===== src/rtl/vector3_alu_defines.svh =====
// Assertion helpers for the vector ALU.
`ifndef VECTOR3_ALU_DEFINES_SVH
`define VECTOR3_ALU_DEFINES_SVH

// Check that cons holds in every cycle where ante holds.
`define V3A_ASSERT_IMP(label, clk, rst_n, ante, cons, msg) \
  label: assert property (@(posedge clk) disable iff (!(rst_n)) (ante) |-> (cons)) \
    else $error(msg);

// Check that cond never holds.
`define V3A_ASSERT_NEVER(label, clk, rst_n, cond, msg) \
  label: assert property (@(posedge clk) disable iff (!(rst_n)) !(cond)) \
    else $error(msg);

`endif


===== src/rtl/v3a_sqrt.sv =====
`default_nettype none

module v3a_sqrt (
  input  logic        clk_i,
  input  logic [63:0] sum_i,
  output logic [32:0] len_o
);

  localparam int Steps = 32;

  logic [63:0] rest_q [Steps];
  logic [31:0] root_q [Steps];
  logic [33:0] rem_q  [Steps];
  logic [32:0] len_q;

  // One root bit per stage
  for (genvar k = 0; k < Steps; k++) begin : g_step
    logic [63:0] rest_p;
    logic [31:0] root_p;
    logic [33:0] rem_p;
    logic [35:0] part, trial;

    if (k == 0) begin : g_first
      assign rest_p = sum_i;
      assign root_p = '0;
      assign rem_p  = '0;
    end else begin : g_next
      assign rest_p = rest_q[k-1];
      assign root_p = root_q[k-1];
      assign rem_p  = rem_q[k-1];
    end

    assign part  = {rem_p, rest_p[63:62]};
    assign trial = {2'b00, root_p, 2'b01};

    always_ff @(posedge clk_i) begin
      rest_q[k] <= {rest_p[61:0], 2'b00};
      if (part >= trial) begin
        rem_q[k]  <= 34'(part - trial);
        root_q[k] <= {root_p[30:0], 1'b1};
      end else begin
        rem_q[k]  <= part[33:0];
        root_q[k] <= {root_p[30:0], 1'b0};
      end
    end
  end

  // Round to nearest: bump when remainder exceeds root
  always_ff @(posedge clk_i) begin
    len_q <= {1'b0, root_q[Steps-1]}
           + 33'(rem_q[Steps-1] > {2'b00, root_q[Steps-1]});
  end

  assign len_o = len_q;

endmodule

`default_nettype wire


===== config.mk =====
export PLATFORM = sky130hd
export DESIGN_NAME = v3a_sqrt
export DESIGN_NICKNAME = d
export VERILOG_FILES = /design/src/rtl/vector3_alu_defines.svh /design/src/rtl/v3a_sqrt.sv
export SDC_FILE = /design/constraint.sdc
export NUM_CORES = 2
export LEC_CHECK = 0
export BUFFER_PORTS_ARGS = -buffer_cell sky130_fd_sc_hd__buf_4
export CORE_UTILIZATION = 45
export CTS_CLUSTER_DIAMETER = 30
export DETAILED_ROUTE_END_ITERATION = 10
export PLACE_DENSITY_LB_ADDON = 0.05
export SETUP_SLACK_MARGIN = 0.15
export SYNTH_ARGS = -nofsm -noshare
export SYNTH_HDL_FRONTEND = slang
export SYNTH_MEMORY_MAX_BITS = 65536
export SYNTH_SLANG_ARGS = --single-unit

===== constraint.sdc =====
create_clock -name clk_i -period 4.75 [get_ports clk_i]
set_clock_uncertainty 0.2 [all_clocks]
set_input_delay 0.2375 -clock clk_i [delete_from_list [all_inputs] [get_ports clk_i]]
set_output_delay 0.2375 -clock clk_i [all_outputs]
set_load 0.05 [all_outputs]

# Yosys cells after proc, flatten, opt, wreduce, memory -nomap -nowiden
# Memories as Yosys holds them, arrays and structs flattened.
# Index checks and enable logic that the tools add are counted.
dict set report totals {
  regBits 33
  latch_bits 0
  ram_bits 4096
  romBits 0
  in_bits 65
  output_inout_bits 33
  elab_cells 294
  n_memories 3
}
dict set report op_classes {
  addsub 33
  mul 0
  n_div 0
  order_cmp 33
  n_eq_ne 0
  shift 0
  muxes 160
  n_bitwise 64
  reduce_logical 0
}
# memory words width read_ports rd_ports_with_merged_regs write_ports line
set memory_table {}
lappend memory_table {rest_q 32 62 31 0 32 v3a_sqrt.sv:11} ;# logic [63:0] rest_q [Steps];
lappend memory_table {rem_q 32 34 32 0 32 v3a_sqrt.sv:13} ;# logic [33:0] rem_q [Steps];
lappend memory_table {root_q 32 32 32 0 32 v3a_sqrt.sv:12} ;# logic [31:0] root_q [Steps];
# operator n
set op_table {}
lappend op_table {{36-bit by 34-bit >= comparator with 1-bit output} 31}
lappend op_table {{34-bit two-way mux} 32}
lappend op_table {{34-bit subtractor} 31}
lappend op_table {{32-bit two-way mux} 32}
lappend op_table {{1-bit two-way mux} 96}
lappend op_table {{1-bit bitwise OR} 64}
lappend op_table {{34-bit by 32-bit > comparator with 1-bit output} 1}
lappend op_table {{32-bit by 1-bit adder with 33-bit output} 1}
lappend op_table {{2-bit by 1-bit subtractor with 3-bit output (second input constant)} 1}
lappend op_table {{2-bit by 1-bit >= comparator with 1-bit output (second input constant)} 1}

# Longest topological paths before layout
# An unclocked memory read counts as a cell.
dict set report depth {
  depth_word 5
  ltp_mapped 19
  mapped_depth_nobuf 19
}

# Worst setup path after synthesis
# No wires, ideal clock.
dict set report synth_timing {
  path_kind {register to register}
  startpoint {memory root_q[31][5], in the netlist root_q[1][485]}
  endpoint {register len_q[25], in the netlist len_o[25]}
  setup_ns 0.118
  t_arrival_ns 3.159
  required_time_ns 4.432
  slack_ns 1.273
  path_stages_with_launch 19
  n_path_buf 0
  period_less_slack_ns 3.477
  cell_sequence {dfxtp_1 inv_1 ha_1 nand4_1 nor2_1 a211oi_1 o21ai_0 a21oi_1 nor3_1 a2111oi_0 a211oi_1 ha_1 nand3_1 or3_1 nor2_1 nand2_1 nor3_1 nand3_1 xnor2_1}
}
# element line
set synth_rtl {}
lappend synth_rtl {{from (decl)} v3a_sqrt.sv:12}
lappend synth_rtl {{to (signal assigned)} v3a_sqrt.sv:50} ;# len_q <= {1'b0, root_q[Steps-1]}
lappend synth_rtl {{to (decl)} v3a_sqrt.sv:14} ;# logic [32:0] len_q;

==> results.txt <==
----------------------------------------------------
[Floorplanning]
  Core ar. ... 0.2125 mm^2
  Vertical die dimension ... ~470 um
  Cell Rows ... 169
  Effective utilization at floorplan ... ~45%
  Total Die Area ... roughly 0.22 mm^2
  Width of the chip ... approximately 470 um
  I/O pins ... approximately 100

[CTS]
  Count of H-tree levels built during CTS ... 6
  CTS Buf Count ... 532
  Clock-pin slew on the worst setup and hold paths ... ~50 ps
  Cell chosen for the clock root ... sky130_fd_sc_hd__clkbuf_16
  Clock insertion delay at the later pin of the skew report ... ~910 ps
  Buffer depth of the longest clock path ... 4
  Clock tree from TritonCTS ... built
  Sinks on the clock net ... roughly 2600

[Route]
  DRC errors left ... 0
  Average wire per standard cell ... 16.23 um
  Vias per std cell ... approximately 5.0
  Detail Route Antenna Nets ... 0
  First-pass detailed-route iteration total ... 6
  Via count of the routed design ... about 68000
  Total detailed-routing wirelength ... 219200 um
  Number of DRC violations after detailed-routing iteration 0 ... roughly 3900

[Timing]
  Remaining max-slew budget at the tightest pin ... a little over a quarter
  Hold violation count in the final report ... 0
  Worst Max-Slew Pin Slew ... approximately 1100 ps
  Final critical-path required period ... about 4000 ps
  Worst hold margin ... 108.0 ps
  Count of endpoints failing setup in the final report ... 0
  Final setup TNS ... 0 ps
  Timing-limited maximum frequency ... 253.5 MHz
  Worst setup margin ... between 800 and 900 ps
  Period Utilization, post-route ... about 83%
  RSZ-0062 raised after global routing ... no
  Final max-slew violation count ... 0

[Synthesis]
  Seq cells post-synth ... 2590
  Most used flip-flop cell after synthesis ... sky130_fd_sc_hd__dfxtp_1
  YS warnings ... 0
  Synthesized cell area ... ~0.097 mm^2
  Area leader, netlist ... sky130_fd_sc_hd__dfxtp_1
  Synth Area per Inst ... between 10 and 15 um^2
  Number of flops mapped to enable cells by yosys ... 0
  Unique cell type count in the Yosys netlist ... 100
  Post-synthesis cell count ... 9625
  Fraction of synthesized cell area taken by the top area cell type ... 53.72%
  Cell with the most instances after synthesis ... sky130_fd_sc_hd__dfxtp_1
  List of most frequent post-synthesis cells ... sky130_fd_sc_hd__dfxtp_1, sky130_fd_sc_hd__inv_1, sky130_fd_sc_hd__nand2_1
  Top cells by area, synth ... sky130_fd_sc_hd__dfxtp_1, sky130_fd_sc_hd__ha_1, sky130_fd_sc_hd__xnor2_1
  Share of async-settable or async-resettable flops after synthesis ... 0%
  Sequential area share after synthesis ... 53.72%
  Net count after synthesis ... roughly 10000

[Layout]
  Final #Nets ... around 11000
  Signed area change from the synthesized netlist to the final layout ... 24.76%
  Final cell count without fillers ... roughly 14000
  Utilization of the core after routing ... between 50 and 60%
  Ratio of cells with drive above 1 in the final layout ... 11.63%

[Global routing]
  Initial antenna violation count ... 14
  Largest net degree at the start of global routing ... 59
  Met1 usage ... 27.52%
  Total congestion overflow ... 0
  Met2 GRT Util ... ~31%
  Global-route usage over all layers ... around a fifth
  First-pass GRT wire length ... ~350000 um
  Top Usage Layer GRT ... met2
  Number of global-route vias before repair ... between 60000 and 70000
  GRT met3 Usage ... under 10%

[Pwr]
  Clock share of power ... between 40% and 50%
  Sequential share of power ... 37.1%
  Share of total power in combinational logic ... between 10% and 20%
  P_int ... around 0.056 W
  Lkg Pwr ... about 56 nW
  Switching component of the power ... roughly 0.021 W
  Switching share of total power ... between 20 and 30%
  Maximum vdd ir drop ... about 500 uV
  Pwr per Cell Area ... about 640 mW/mm^2

[Worst hold path]
  Tightest Hold Check Type ... flop to flop
  Critical hold path startpoint ... rest_q[0][234]

[Placed design]
  HPWL reported at the end of detailed placement ... about 160000 um
  Placed instance count ... roughly 12000
  Routability congestion estimate ... just under 0.9
  Dpl ws ... about 700 ps
  Buffers on Ports ... 97

[Critical path]
  Arrival @ worst endpoint ... between 4000 and 5000 ps
  Kind of critical path ... flop to flop
  Setup crit end kind ... flop
  Critical Path Source ... root_q[1][292]
  Slowest library cell on the worst path ... sky130_fd_sc_hd__dfxtp_1
  Crit path largest cell delay ... ~590 ps
  Critical-path maximum fanout ... 5
  WP buf/inv ... 1
  Sort of element at the start of the critical path ... flop
  Worst endpoint required time ... approximately 5300 ps
  Launch instance of the worst register-to-register path ... root_q[1][292]
  Reg2Reg Setup Slack ... 810 ps
  Sequence of cells on the critical path ... inv_1, ha_1, a21oi_1, nand2_1, o311ai_0, o2111ai_1, a31oi_1, o21ai_0, nor2b_1, or4b_1, xnor2_1
  Cell family contributing the most delay on the critical path ... compound AO/OA/AOI/OAI gates

[Flow run]
  Max-cap violation count ... 0

[Status]
  Run status ... finished clean

----------------------------------------------------
## flip-flops by register name (all words and copies together), names as in the netlist
name	cells
root_q	528
rem_q	1037
len_o	33
rest_q	992
## worst register-to-register path: stages (launching register included)
cell and delay (ps):
sky130_fd_sc_hd__dfxtp_1 590, sky130_fd_sc_hd__inv_1 100, sky130_fd_sc_hd__ha_1 360, sky130_fd_sc_hd__a21oi_1 180, sky130_fd_sc_hd__nand2_1 150, sky130_fd_sc_hd__o311ai_0 580, sky130_fd_sc_hd__o2111ai_1 230, sky130_fd_sc_hd__a31oi_1 330
sky130_fd_sc_hd__o21ai_0 240, sky130_fd_sc_hd__nor2b_1 220, sky130_fd_sc_hd__or4b_1 520, sky130_fd_sc_hd__xnor2_1 150
## layer usage
metal  routed length (um)  share of wire, %
met5                    0                 0
met4                 5289               2.4
met2                96590                44
met1               106600                49
met3                10730               4.9
## cell families (layout without fill, tap and decap cells)
logic type	Yosys count	after routing	share of synthesized area, %
mux	81	81	0.9307
xor+xnor	908	908	8.239
simple gates	2537	2537	12.98
flops	2590	2590	53.72
fa+ha+maj	599	599	7.765
buf+inv	954	2018	3.771
other cells	1	2	0.003885
compound gates	1955	1955	12.59
## final cells by class
type | instances | area [um^2]
sequential | 2590 | 51850
antenna | 1 | 2.502
clock buffer | 661 | 14650
fill | 18520 | 92090
multi-input combinational | 6081 | 41150
clock inverter | 281 | 3721
tap | 2821 | 3530
timing repair buffer | 294 | 2580
inverter | 782 | 2940
## what timing repair did
action                    CTS  global route
setup buffers               0             0
hold buffers              129             0
resized for setup           0             0
hold endpoints to repair   65             0
## cell usage in the layout, fill, tap and decap left out, drive strengths merged, types with 149 or more instances in the layout
master / netlist / routed
a21o: 223 / 223
ha: 599 / 599
nand3: 167 / 167
buf: 27 / 165
dfxtp: 2590 / 2590
xor2: 441 / 441
a21oi: 581 / 581
xnor2: 467 / 467
inv: 780 / 840
nor2: 577 / 577
nor4: 149 / 149
nor3: 245 / 245
nand2: 712 / 712
clkbuf: 145 / 661
o21ai: 554 / 554
## worst paths after layout
kind,endpoint,cells past startpoint
max,rem_q[13][33],11
min,rest_q[0][298],0
max reg2reg,rem_q[13][33],11
min reg2reg,rest_q[0][298],0
## power groups by stage
| stage | Sequential (W) | Clock, W | Combinational, W |
|---|---|---|---|
| 2_1_floorplan | 0.0282 | 0 | 0.00812 |
| 3_3_place_gp | 0.0289 | 0 | 0.0109 |
| 3_5_place_dp | 0.0289 | 0 | 0.0110 |
| 4_1_cts | 0.0286 | 0.0380 | 0.0112 |
| 5_1_grt | 0.0290 | 0.0392 | 0.0125 |
| 6_report | 0.0285 | 0.0372 | 0.0111 |
## through the flow
step | total power (W) | area, um^2
floorplan | 0.03634 | 96520
global placement | 0.03986 | 100800
detailed placement | 0.03992 | 100800
CTS | 0.07770 | 120400
global route | 0.08059 | 120400
finish | 0.07682 | 120400
Power figures use the tool's default switching activity.
